===== src/rtl/core/tds_pkg.sv =====
`default_nettype none

package tds_pkg;

  // field widths
  localparam int unsigned OP_W        = 2;
  localparam int unsigned DELAY_W     = 32;
  localparam int unsigned HANDLE_W    = 32;
  localparam int unsigned ID_W        = 31;
  localparam int unsigned KIND_W      = 3;
  localparam int unsigned TIME_W      = 48;

  // fired words per tick
  localparam int unsigned MAX_RESULTS = 16;
  localparam int unsigned CNT_W       = $clog2(MAX_RESULTS + 1);

  // input operation codes
  typedef enum logic [OP_W-1:0] {
    OP_ONESHOT  = 2'd0,
    OP_PERIODIC = 2'd1,
    OP_CLEAR    = 2'd2,
    OP_TICK     = 2'd3
  } op_e;

  // result kinds
  typedef enum logic [KIND_W-1:0] {
    KIND_CREATED  = 3'd0,
    KIND_FIRED    = 3'd1,
    KIND_CLEARED  = 3'd2,
    KIND_NOHANDLE = 3'd3,
    KIND_FULL     = 3'd4
  } kind_e;

  // what the scan unit looks for
  typedef enum logic [1:0] {
    SCAN_FREE  = 2'd0,
    SCAN_MATCH = 2'd1,
    SCAN_DUE   = 2'd2
  } scan_mode_e;

  // one timer table entry
  typedef struct packed {
    logic [ID_W-1:0]     ident;
    logic [HANDLE_W-1:0] handle;
    logic [DELAY_W-1:0]  period;
    logic [TIME_W-1:0]   deadline;
  } slot_entry_t;

  // per-slot flags that go with a candidate into the scan unit
  typedef struct packed {
    logic vld;
    logic active;
    logic done;
  } cand_t;

endpackage

`default_nettype wire


===== src/rtl/core/tds_slot_mem.sv =====
`default_nettype none

module tds_slot_mem
  import tds_pkg::*;
#(
  parameter int unsigned DEPTH = 16,
  parameter int unsigned AW    = 4
) (
  input  wire logic        clk_i,
  input  wire logic        we_i,
  input  wire logic [AW-1:0] waddr_i,
  input  wire slot_entry_t wdata_i,
  input  wire logic        re_i,
  input  wire logic [AW-1:0] raddr_i,
  output slot_entry_t      rdata_o
);

  slot_entry_t mem_q [DEPTH];
  slot_entry_t rdata_q;

  // write port
  always_ff @(posedge clk_i) begin
    if (we_i) begin
      mem_q[waddr_i] <= wdata_i;
    end
  end

  // registered read port
  always_ff @(posedge clk_i) begin
    if (re_i) begin
      rdata_q <= mem_q[raddr_i];
    end
  end

  assign rdata_o = rdata_q;

endmodule

`default_nettype wire


===== src/rtl/core/tds_scan_unit.sv =====
`default_nettype none

module tds_scan_unit
  import tds_pkg::*;
#(
  parameter int unsigned IDX_W = 4
) (
  input  wire logic              clk_i,
  input  wire logic              rst_ni,
  input  wire logic              clear_i,
  input  wire scan_mode_e        mode_i,
  input  wire cand_t             cand_i,
  input  wire logic [IDX_W-1:0]  cand_idx_i,
  input  wire slot_entry_t       cand_entry_i,
  input  wire logic [TIME_W-1:0] now_i,
  input  wire logic [ID_W-1:0]   match_id_i,
  output logic                   found_o,
  output logic [IDX_W-1:0]       best_idx_o,
  output slot_entry_t            best_o
);

  logic             found_q;
  logic [IDX_W-1:0] best_idx_q;
  slot_entry_t      best_q;
  logic             eligible;
  logic             better;
  logic             take;

  // does the candidate qualify at all
  always_comb begin
    case (mode_i)
      SCAN_FREE:  eligible = !cand_i.active;
      SCAN_MATCH: eligible = cand_i.active && (cand_entry_i.ident == match_id_i);
      SCAN_DUE:   eligible = cand_i.active && !cand_i.done &&
                             (cand_entry_i.deadline <= now_i);
      default:    eligible = 1'b0;
    endcase
  end

  // earliest deadline wins, larger id on ties; other modes keep the first hit
  always_comb begin
    if (!found_q) begin
      better = 1'b1;
    end else if (mode_i == SCAN_DUE) begin
      better = (cand_entry_i.deadline < best_q.deadline) ||
               ((cand_entry_i.deadline == best_q.deadline) &&
                (cand_entry_i.ident > best_q.ident));
    end else begin
      better = 1'b0;
    end
  end

  assign take = cand_i.vld && eligible && better;

  // found flag
  always_ff @(posedge clk_i or negedge rst_ni) begin
    if (!rst_ni) begin
      found_q <= 1'b0;
    end else if (clear_i) begin
      found_q <= 1'b0;
    end else if (take) begin
      found_q <= 1'b1;
    end
  end

  // best candidate so far
  always_ff @(posedge clk_i) begin
    if (take && !clear_i) begin
      best_q     <= cand_entry_i;
      best_idx_q <= cand_idx_i;
    end
  end

  assign found_o    = found_q;
  assign best_idx_o = best_idx_q;
  assign best_o     = best_q;

endmodule

`default_nettype wire


===== src/rtl/core/timer_deadline_scheduler_core.sv =====
// Timer deadline scheduler: a table of NUM_TIMERS one-shot and periodic timers.
// Input channel (in_valid_i / in_stall_o) takes one command word: create one-shot,
// create periodic, clear by id, or tick. Output channel (out_valid_o / out_stall_i)
// returns result words; last_o marks the final word caused by one command.
// Only one command is in flight; in_stall_o stays high until its last word has
// been loaded into the output register, or until the scan ends for a tick with
// nothing due, and the next command is taken once the sequencer is idle again.
// Table scans per command:
//   create with zero handle, clear of id 0: no scan
//   create, clear by id: one scan of the table
//   tick: one table scan per fired timer plus a final scan (none after the
//   16th fired timer), no word if none is due
// The scan walks the slot memory one entry per cycle through a single compare
// unit. A tick fires at most 16 timers.
// Reset clears every slot, time to zero and the next id to one; no memory
// clearing pass is needed. When the receiver stalls, the word waits in the
// output register and the sequencer waits before loading the next one.
`default_nettype none

module timer_deadline_scheduler_core
  import tds_pkg::*;
#(
  parameter int unsigned NUM_TIMERS = 16
) (
  input  wire logic                clk_i,
  input  wire logic                rst_ni,
  input  wire logic                in_valid_i,
  output logic                     in_stall_o,
  input  wire logic [OP_W-1:0]     operation_i,
  input  wire logic [DELAY_W-1:0]  delay_ticks_i,
  input  wire logic [HANDLE_W-1:0] handle_i,
  input  wire logic [ID_W-1:0]     timer_id_i,
  output logic                     out_valid_o,
  input  wire logic                out_stall_i,
  output logic [KIND_W-1:0]        kind_o,
  output logic [ID_W-1:0]          result_id_o,
  output logic [HANDLE_W-1:0]      result_handle_o,
  output logic                     last_o
);

  localparam int unsigned IW = $clog2(NUM_TIMERS);
  localparam int unsigned CW = $clog2(NUM_TIMERS) + 1;

  typedef enum logic [4:0] {
    S_IDLE  = 5'b00001,
    S_SCAN  = 5'b00010,
    S_APPLY = 5'b00100,
    S_FLUSH = 5'b01000,
    S_EMIT  = 5'b10000
  } state_e;

  // control state
  state_e                state_q, state_d;
  state_e                nxt_q, nxt_d;
  logic [CW-1:0]         idx_q, idx_d;
  logic                  rd_vld_q, rd_vld_d;
  logic [IW-1:0]         rd_idx_q, rd_idx_d;
  logic [NUM_TIMERS-1:0] active_q, active_d;
  logic [NUM_TIMERS-1:0] periodic_q, periodic_d;
  logic [NUM_TIMERS-1:0] done_q, done_d;
  logic [TIME_W-1:0]     now_q, now_d;
  logic [ID_W-1:0]       next_id_q, next_id_d;
  logic [IW-1:0]         lf_slot_q, lf_slot_d;
  logic                  lf_vld_q, lf_vld_d;
  logic [CNT_W-1:0]      cnt_q, cnt_d;
  logic                  pend_vld_q, pend_vld_d;
  logic                  out_valid_q, out_valid_d;

  // payload
  op_e                   op_q, op_d;
  logic [DELAY_W-1:0]    delay_q, delay_d;
  logic [HANDLE_W-1:0]   handle_q, handle_d;
  logic [ID_W-1:0]       id_q, id_d;
  kind_e                 res_kind_q, res_kind_d;
  logic [ID_W-1:0]       res_id_q, res_id_d;
  logic [HANDLE_W-1:0]   res_handle_q, res_handle_d;
  logic                  res_last_q, res_last_d;
  logic [ID_W-1:0]       pend_id_q, pend_id_d;
  logic [HANDLE_W-1:0]   pend_handle_q, pend_handle_d;
  kind_e                 out_kind_q, out_kind_d;
  logic [ID_W-1:0]       out_id_q, out_id_d;
  logic [HANDLE_W-1:0]   out_handle_q, out_handle_d;
  logic                  out_last_q, out_last_d;

  // datapath
  logic                  mem_we;
  logic                  mem_re;
  logic [IW-1:0]         mem_raddr;
  slot_entry_t           mem_wdata;
  slot_entry_t           mem_rdata;
  scan_mode_e            scan_mode;
  cand_t                 cand;
  logic                  scan_clear;
  logic                  found;
  logic [IW-1:0]         best_idx;
  slot_entry_t           best;
  logic                  is_create;
  logic [DELAY_W-1:0]    add_b;
  logic [TIME_W-1:0]     sum;
  logic                  scan_end;
  logic                  out_free;
  logic [CNT_W-1:0]      cnt_inc;
  logic [ID_W-1:0]       id_inc;

  // slot memory
  tds_slot_mem #(
    .DEPTH (NUM_TIMERS),
    .AW    (IW)
  ) u_mem (
    .clk_i   (clk_i),
    .we_i    (mem_we),
    .waddr_i (best_idx),
    .wdata_i (mem_wdata),
    .re_i    (mem_re),
    .raddr_i (mem_raddr),
    .rdata_o (mem_rdata)
  );

  // shared compare unit
  tds_scan_unit #(
    .IDX_W (IW)
  ) u_scan (
    .clk_i        (clk_i),
    .rst_ni       (rst_ni),
    .clear_i      (scan_clear),
    .mode_i       (scan_mode),
    .cand_i       (cand),
    .cand_idx_i   (rd_idx_q),
    .cand_entry_i (mem_rdata),
    .now_i        (now_q),
    .match_id_i   (id_q),
    .found_o      (found),
    .best_idx_o   (best_idx),
    .best_o       (best)
  );

  // scan mode follows the command
  always_comb begin
    case (op_q)
      OP_ONESHOT, OP_PERIODIC: scan_mode = SCAN_FREE;
      OP_CLEAR:                scan_mode = SCAN_MATCH;
      OP_TICK:                 scan_mode = SCAN_DUE;
      default:                 scan_mode = SCAN_DUE;
    endcase
  end

  assign is_create  = (op_q == OP_ONESHOT) || (op_q == OP_PERIODIC);
  assign mem_re     = (state_q == S_SCAN) && (idx_q < CW'(NUM_TIMERS));
  assign mem_raddr  = idx_q[IW-1:0];
  assign cand.vld    = rd_vld_q && (state_q == S_SCAN);
  assign cand.active = active_q[rd_idx_q];
  assign cand.done   = done_q[rd_idx_q];
  assign scan_clear = (state_q == S_IDLE) || (state_q == S_APPLY);
  assign scan_end   = (state_q == S_SCAN) && rd_vld_q &&
                      (rd_idx_q == IW'(NUM_TIMERS - 1));
  assign out_free   = !out_valid_q || !out_stall_i;
  assign cnt_inc    = cnt_q + CNT_W'(1);
  assign id_inc     = next_id_q + ID_W'(1);

  // shared deadline adder: new timer or periodic reload
  assign add_b = is_create ? delay_q : best.period;
  assign sum   = now_q + {{(TIME_W - DELAY_W){1'b0}}, add_b};

  // memory write on create or periodic reload
  assign mem_we = (state_q == S_APPLY) && found &&
                  (is_create || ((op_q == OP_TICK) && periodic_q[best_idx]));

  always_comb begin
    if (is_create) begin
      mem_wdata.ident  = next_id_q;
      mem_wdata.handle = handle_q;
      mem_wdata.period = delay_q;
    end else begin
      mem_wdata.ident  = best.ident;
      mem_wdata.handle = best.handle;
      mem_wdata.period = best.period;
    end
    mem_wdata.deadline = sum;
  end

  // sequencer
  always_comb begin
    state_d       = state_q;
    nxt_d         = nxt_q;
    idx_d         = '0;
    rd_vld_d      = 1'b0;
    rd_idx_d      = rd_idx_q;
    active_d      = active_q;
    periodic_d    = periodic_q;
    done_d        = done_q;
    now_d         = now_q;
    next_id_d     = next_id_q;
    lf_slot_d     = lf_slot_q;
    lf_vld_d      = lf_vld_q;
    cnt_d         = cnt_q;
    pend_vld_d    = pend_vld_q;
    out_valid_d   = out_valid_q && out_stall_i;
    op_d          = op_q;
    delay_d       = delay_q;
    handle_d      = handle_q;
    id_d          = id_q;
    res_kind_d    = res_kind_q;
    res_id_d      = res_id_q;
    res_handle_d  = res_handle_q;
    res_last_d    = res_last_q;
    pend_id_d     = pend_id_q;
    pend_handle_d = pend_handle_q;
    out_kind_d    = out_kind_q;
    out_id_d      = out_id_q;
    out_handle_d  = out_handle_q;
    out_last_d    = out_last_q;

    case (state_q)
      S_IDLE: begin
        if (in_valid_i) begin
          op_d     = op_e'(operation_i);
          delay_d  = delay_ticks_i;
          handle_d = handle_i;
          id_d     = timer_id_i;
          res_id_d     = '0;
          res_handle_d = '0;
          res_last_d   = 1'b1;
          nxt_d        = S_IDLE;
          case (op_e'(operation_i))
            OP_ONESHOT, OP_PERIODIC: begin
              if (handle_i == '0) begin
                res_kind_d = KIND_NOHANDLE;
                state_d    = S_EMIT;
              end else begin
                state_d = S_SCAN;
              end
            end
            OP_CLEAR: begin
              if (timer_id_i == '0) begin
                // cancel the timer that fired last, if still there
                if (lf_vld_q && active_q[lf_slot_q]) begin
                  active_d[lf_slot_q] = 1'b0;
                end
                res_kind_d = KIND_CLEARED;
                state_d    = S_EMIT;
              end else begin
                state_d = S_SCAN;
              end
            end
            OP_TICK: begin
              now_d      = now_q + TIME_W'(1);
              done_d     = '0;
              cnt_d      = '0;
              pend_vld_d = 1'b0;
              state_d    = S_SCAN;
            end
            default: state_d = S_IDLE;
          endcase
        end
      end

      S_SCAN: begin
        // one slot read per cycle, compared in the cycle after its read
        if (mem_re) begin
          idx_d    = idx_q + CW'(1);
          rd_vld_d = 1'b1;
          rd_idx_d = mem_raddr;
        end else begin
          idx_d = idx_q;
        end
        if (scan_end) begin
          state_d = S_APPLY;
        end
      end

      S_APPLY: begin
        nxt_d        = S_IDLE;
        res_id_d     = '0;
        res_handle_d = '0;
        res_last_d   = 1'b1;
        case (op_q)
          OP_ONESHOT, OP_PERIODIC: begin
            if (found) begin
              active_d[best_idx]   = 1'b1;
              periodic_d[best_idx] = (op_q == OP_PERIODIC);
              if (lf_vld_q && (lf_slot_q == best_idx)) begin
                lf_vld_d = 1'b0;
              end
              res_kind_d = KIND_CREATED;
              res_id_d   = next_id_q;
              next_id_d  = (id_inc == '0) ? ID_W'(1) : id_inc;
            end else begin
              res_kind_d = KIND_FULL;
            end
            state_d = S_EMIT;
          end
          OP_CLEAR: begin
            if (found) begin
              active_d[best_idx] = 1'b0;
            end
            res_kind_d = KIND_CLEARED;
            state_d    = S_EMIT;
          end
          OP_TICK: begin
            if (found) begin
              // fire: reload or free, hold the word until the next scan tells last
              done_d[best_idx] = 1'b1;
              lf_slot_d        = best_idx;
              lf_vld_d         = 1'b1;
              if (!periodic_q[best_idx]) begin
                active_d[best_idx] = 1'b0;
              end
              cnt_d         = cnt_inc;
              pend_vld_d    = 1'b1;
              pend_id_d     = best.ident;
              pend_handle_d = best.handle;
              res_kind_d    = KIND_FIRED;
              res_id_d      = pend_id_q;
              res_handle_d  = pend_handle_q;
              res_last_d    = 1'b0;
              if (pend_vld_q) begin
                state_d = S_EMIT;
                nxt_d   = (cnt_inc == CNT_W'(MAX_RESULTS)) ? S_FLUSH : S_SCAN;
              end else begin
                state_d = (cnt_inc == CNT_W'(MAX_RESULTS)) ? S_FLUSH : S_SCAN;
              end
            end else if (pend_vld_q) begin
              res_kind_d   = KIND_FIRED;
              res_id_d     = pend_id_q;
              res_handle_d = pend_handle_q;
              pend_vld_d   = 1'b0;
              state_d      = S_EMIT;
            end else begin
              state_d = S_IDLE;
            end
          end
          default: state_d = S_IDLE;
        endcase
      end

      S_FLUSH: begin
        // tick hit the per-tick limit: send the held word as the last one
        res_kind_d   = KIND_FIRED;
        res_id_d     = pend_id_q;
        res_handle_d = pend_handle_q;
        res_last_d   = 1'b1;
        pend_vld_d   = 1'b0;
        nxt_d        = S_IDLE;
        state_d      = S_EMIT;
      end

      S_EMIT: begin
        if (out_free) begin
          out_valid_d  = 1'b1;
          out_kind_d   = res_kind_q;
          out_id_d     = res_id_q;
          out_handle_d = res_handle_q;
          out_last_d   = res_last_q;
          state_d      = nxt_q;
        end
      end

      default: state_d = S_IDLE;
    endcase
  end

  // control registers
  always_ff @(posedge clk_i or negedge rst_ni) begin
    if (!rst_ni) begin
      state_q     <= S_IDLE;
      nxt_q       <= S_IDLE;
      idx_q       <= '0;
      rd_vld_q    <= 1'b0;
      rd_idx_q    <= '0;
      active_q    <= '0;
      periodic_q  <= '0;
      done_q      <= '0;
      now_q       <= '0;
      next_id_q   <= ID_W'(1);
      lf_slot_q   <= '0;
      lf_vld_q    <= 1'b0;
      cnt_q       <= '0;
      pend_vld_q  <= 1'b0;
      out_valid_q <= 1'b0;
    end else begin
      state_q     <= state_d;
      nxt_q       <= nxt_d;
      idx_q       <= idx_d;
      rd_vld_q    <= rd_vld_d;
      rd_idx_q    <= rd_idx_d;
      active_q    <= active_d;
      periodic_q  <= periodic_d;
      done_q      <= done_d;
      now_q       <= now_d;
      next_id_q   <= next_id_d;
      lf_slot_q   <= lf_slot_d;
      lf_vld_q    <= lf_vld_d;
      cnt_q       <= cnt_d;
      pend_vld_q  <= pend_vld_d;
      out_valid_q <= out_valid_d;
    end
  end

  // payload registers
  always_ff @(posedge clk_i) begin
    op_q          <= op_d;
    delay_q       <= delay_d;
    handle_q      <= handle_d;
    id_q          <= id_d;
    res_kind_q    <= res_kind_d;
    res_id_q      <= res_id_d;
    res_handle_q  <= res_handle_d;
    res_last_q    <= res_last_d;
    pend_id_q     <= pend_id_d;
    pend_handle_q <= pend_handle_d;
    out_kind_q    <= out_kind_d;
    out_id_q      <= out_id_d;
    out_handle_q  <= out_handle_d;
    out_last_q    <= out_last_d;
  end

  // ports
  assign in_stall_o      = (state_q != S_IDLE);
  assign out_valid_o     = out_valid_q;
  assign kind_o          = out_kind_q;
  assign result_id_o     = out_id_q;
  assign result_handle_o = out_handle_q;
  assign last_o          = out_last_q;

endmodule

`default_nettype wire


===== config.mk =====
export PLATFORM = sky130hd
export DESIGN_NAME = timer_deadline_scheduler_core
export DESIGN_NICKNAME = d
export VERILOG_FILES = /design/src/rtl/core/tds_pkg.sv /design/src/rtl/core/tds_slot_mem.sv /design/src/rtl/core/tds_scan_unit.sv /design/src/rtl/core/timer_deadline_scheduler_core.sv
export SDC_FILE = /design/constraint.sdc
export NUM_CORES = 2
export LEC_CHECK = 0
export ABC_AREA = 1
export BUFFER_PORTS_ARGS = -buffer_cell sky130_fd_sc_hd__buf_4
export CORE_MARGIN = 5
export CORE_UTILIZATION = 45
export CTS_CLUSTER_DIAMETER = 150
export DETAILED_ROUTE_END_ITERATION = 10
export SLEW_MARGIN = 5
export SYNTH_ARGS = -nofsm -noshare
export SYNTH_HDL_FRONTEND = slang
export SYNTH_SLANG_ARGS = --single-unit

===== constraint.sdc =====
create_clock -name clk_i -period 8.65 [get_ports clk_i]
set_input_delay 1.73 -clock clk_i [delete_from_list [all_inputs] [get_ports clk_i]]
set_output_delay 1.73 -clock clk_i [all_outputs]
set_load 0.03 [all_outputs]

==> metrics <==
outcome=complete, no violations; Worst Skew=63.1 ps; Final Core Density=about half; via count of the first global-routing pass=between 70000 and 80000; top library cells by usage in the layout, fill and taps aside=2872 x sky130_fd_sc_hd__edfxtp_1, 1518 x sky130_fd_sc_hd__nor2_1, 1380 x sky130_fd_sc_hd__o21ai_0, 1252 x sky130_fd_sc_hd__nand2_1, 411 x sky130_fd_sc_hd__inv_1; RSZ-0062 raised after global routing=no; cells along the critical path=buf_4 -> buf_12 -> nand2_1 -> nand2_1 -> ha_1 -> nand2_1 -> nor2_1 -> nand2_1 -> o21ai_0 -> nand3_1 -> nand3_1 -> xor2_1; met2 track utilization from global routing=38.4%; slew at the pin with the worst max-slew slack=1300 ps; final routed DRC violation total=0; dominant delay contributor by cell family on the critical path=simple AND/OR/NAND/NOR gates; post-synthesis sequential area ratio=73.1%; die boundary height=534 um; Top-Level Pins=170; post-synthesis cell area=around 120000 um^2; post-route cell area=139000 um^2; count of nets left with antenna violations after detail routing=0; Total Routing Usage GR=23.7%; final WL=349000 um; TritonCTS Buffers=318; via-per-instance ratio=5.87; placement row count=roughly 190; estimated wirelength of the detail-placed design=around 190000 um; wire length of the first global-routing pass=512000 um; Top cell by count, worst path=sky130_fd_sc_hd__nand2_1; overall power=0.0406 W; static leakage=between 40 and 50 nW; final critical path time including I/O delays and setup=5510 ps; ys flop type=sky130_fd_sc_hd__edfxtp_1; max-cap check violation count=0; net count after synthesis=10100; ratio of final minimum period to clock period=63.7%; largest fanout on the critical path=82; fraction of layout instances using a drive strength above 1=between 8 and 9%; Post-CTS Hold Fix Bufs=0; setup fix buffers added after clock tree synthesis=0; TritonCTS clock tree=done; insertion delay of the later-clocked pin in the worst-skew pair=890 ps; number of synthesized flops with an enable pin=2872; buffers plus inverters on the worst setup path=2; required time of the worst setup path=slightly above 9000 ps; number of sinks on the clock net=3030; CTS H-Tree Depth=5; aggregate global routing overflow=0; final-report max-slew violation count=0; count of unique library cells instantiated by Yosys=54; mean cell area of the mapped netlist=12.5 um^2; number of antenna violations at the first check in global routing=7; gr busiest metal=met2; total power divided by cell area=292 nW/um^2; worst setup path category=flip-flop to flip-flop; placed cell area=129000 um^2; CP Capture Type=flip-flop; synthesized instance count=9829; Avg WL per Cell=25.4 um; area enclosed by the die boundary=285000 um^2; area of the core=between 200000 and 300000 um^2; Resized Gates After CTS=0; Total Neg Setup Slack=0 ps; pin count of the biggest net entering global routing=228; number of hold-slack violations in the final timing report=0; total iterations of the first detailed-routing run=7; most common library cell in the layout ignoring fill and taps=sky130_fd_sc_hd__edfxtp_1; crit path launch type=flip-flop; register clock-pin slew on the reported worst setup and hold paths=70 ps; number of buffers on the longest clock path=4; worst max-slew margin expressed relative to the limit=13.2%; GRT met3 Usage=under 10%; worst min-delay path class=flip-flop to flip-flop; setup violators final=0; met1 routing resource usage after global routing=between 30% and 40%; Worst Path Arrival=6010 ps; slowest cell on the critical path=sky130_fd_sc_hd__xor2_1; Slowest Stage Delay on Critical Path=820 ps; IR Drop Worst-Case VDD=roughly 0.29 mV; width of the die=534 um; Highest Clock Rate=approximately 180 MHz; synth warn=0; initial standard-cell utilization of the core=between 40 and 50%; fraction of synthesis flops using an asynchronous set or reset pin=5.21%; layout-stage area growth over the synthesis result=12.7%; Clk Tree Root Cell=sky130_fd_sc_hd__clkbuf_16; vias=80800; number of flip-flops and latches in the synthesized netlist=3030; nets@finish=10200; smallest hold slack=406 ps; input/output buffers=169; DR iter-0 viols=9100; Routability Congestion=roughly 0.9
[layer usage]
layer,vias up,part of all wire [%]
met3,608,7.3
met5,-,0
met2,3456,47
met1,40700,43
met4,0,2.8
li1,36000,-
[final timing paths]
kind | from | to | slack, ps | depth (start not counted)
min in group asynchronous | rst_ni | next_id_q[29] | 770 | 1
worst max register to register | op_q[1] | u_mem.mem_q[9][47] | 3140 | 12
worst max-delay path | op_q[1] | u_mem.mem_q[9][47] | 3140 | 12
max in group asynchronous | rst_ni | idx_q[1] | 6500 | 2
worst min register to register | res_handle_q[21] | result_handle_o[21] | 410 | 0
worst min-delay path | res_handle_q[21] | result_handle_o[21] | 410 | 0
[stage by stage]
stage,setup WS [ps],std cells
after floorplan,344,9829
after global placement,3420,13200
after detailed placement,3280,13200
after CTS,3230,13800
after global routing,2830,13800
final,3140,13800
[worst register-to-register path, cell delays in order (launching register included)]
cell                       delay, ps
sky130_fd_sc_hd__edfxtp_1        400
sky130_fd_sc_hd__buf_4           540
sky130_fd_sc_hd__buf_12          430
sky130_fd_sc_hd__nand2_1         400
sky130_fd_sc_hd__nand2_1         510
sky130_fd_sc_hd__ha_1            350
sky130_fd_sc_hd__nand2_1         110
sky130_fd_sc_hd__nor2_1          240
sky130_fd_sc_hd__nand2_1         140
sky130_fd_sc_hd__o21ai_0         740
sky130_fd_sc_hd__nand3_1         150
sky130_fd_sc_hd__nand3_1         280
sky130_fd_sc_hd__xor2_1          820
[final cells by class]
cell class	count	area [um^2]
clock buffers	390	8450
multi-input cells	5833	29600
clock inverters	179	1820
repair buffers	317	2730
well taps	3589	4490
diodes	2	5.00
fillers	23000	134000
flip-flops and latches	3030	90200
inverters	428	1650
[sequential cells by signal, summed over array words and instances (netlist names), 32 cells and up, named ones only]
register / flops
delay_q: 32
pend_handle_q: 32
result_handle_o: 32
now_q: 48
u_mem.mem_q: 2288
u_scan.best_o: 143
u_mem.rdata_o: 143
res_handle_q: 32
handle_q: 32
[synthesized netlist by cell type, types with 8 or more instances]
master / count / area, um^2
sky130_fd_sc_hd__dfrtp_1: 155 / 3880
sky130_fd_sc_hd__o221ai_1: 236 / 2070
sky130_fd_sc_hd__o211ai_1: 58 / 435
sky130_fd_sc_hd__buf_1: 25 / 93.8
sky130_fd_sc_hd__nor3_1: 36 / 180
sky130_fd_sc_hd__buf_2: 91 / 455
sky130_fd_sc_hd__clkbuf_1: 414 / 1550
sky130_fd_sc_hd__nand2_1: 1252 / 4700
sky130_fd_sc_hd__edfxtp_1: 2872 / 86200
sky130_fd_sc_hd__or2_2: 12 / 75.1
sky130_fd_sc_hd__a22oi_1: 10 / 75.1
sky130_fd_sc_hd__nor4_1: 22 / 138
sky130_fd_sc_hd__o22ai_1: 354 / 2210
sky130_fd_sc_hd__a32oi_1: 30 / 263
sky130_fd_sc_hd__nor2_1: 1537 / 5770
sky130_fd_sc_hd__inv_1: 413 / 1550
sky130_fd_sc_hd__a21oi_1: 149 / 746
sky130_fd_sc_hd__ha_1: 163 / 2040
sky130_fd_sc_hd__o21ai_0: 1381 / 6910
sky130_fd_sc_hd__inv_2: 8 / 30.0
sky130_fd_sc_hd__nand3_1: 362 / 1810
sky130_fd_sc_hd__nand4_1: 43 / 269
sky130_fd_sc_hd__xor2_1: 81 / 709
sky130_fd_sc_hd__xnor2_1: 25 / 219
sky130_fd_sc_hd__o21a_1: 10 / 75.1
[cells by family after synthesis]
group	Yosys count	synth area share, %
simple gates	3299	10.8
mux	1	0.00812
xor+xnor	106	0.753
buf+inv	966	3.07
flops	3030	73.1
fa+ha+maj	164	1.67
compound gates	2263	10.6
[power breakdown]
group | switching, W | internal (W) | total (W)
clock network | 0.00566 | 0.00791 | 0.0136
registers | 0.000600 | 0.0182 | 0.0188
logic | 0.00612 | 0.00207 | 0.00819
No activity file was read; power rests on OpenSTA's default activity.
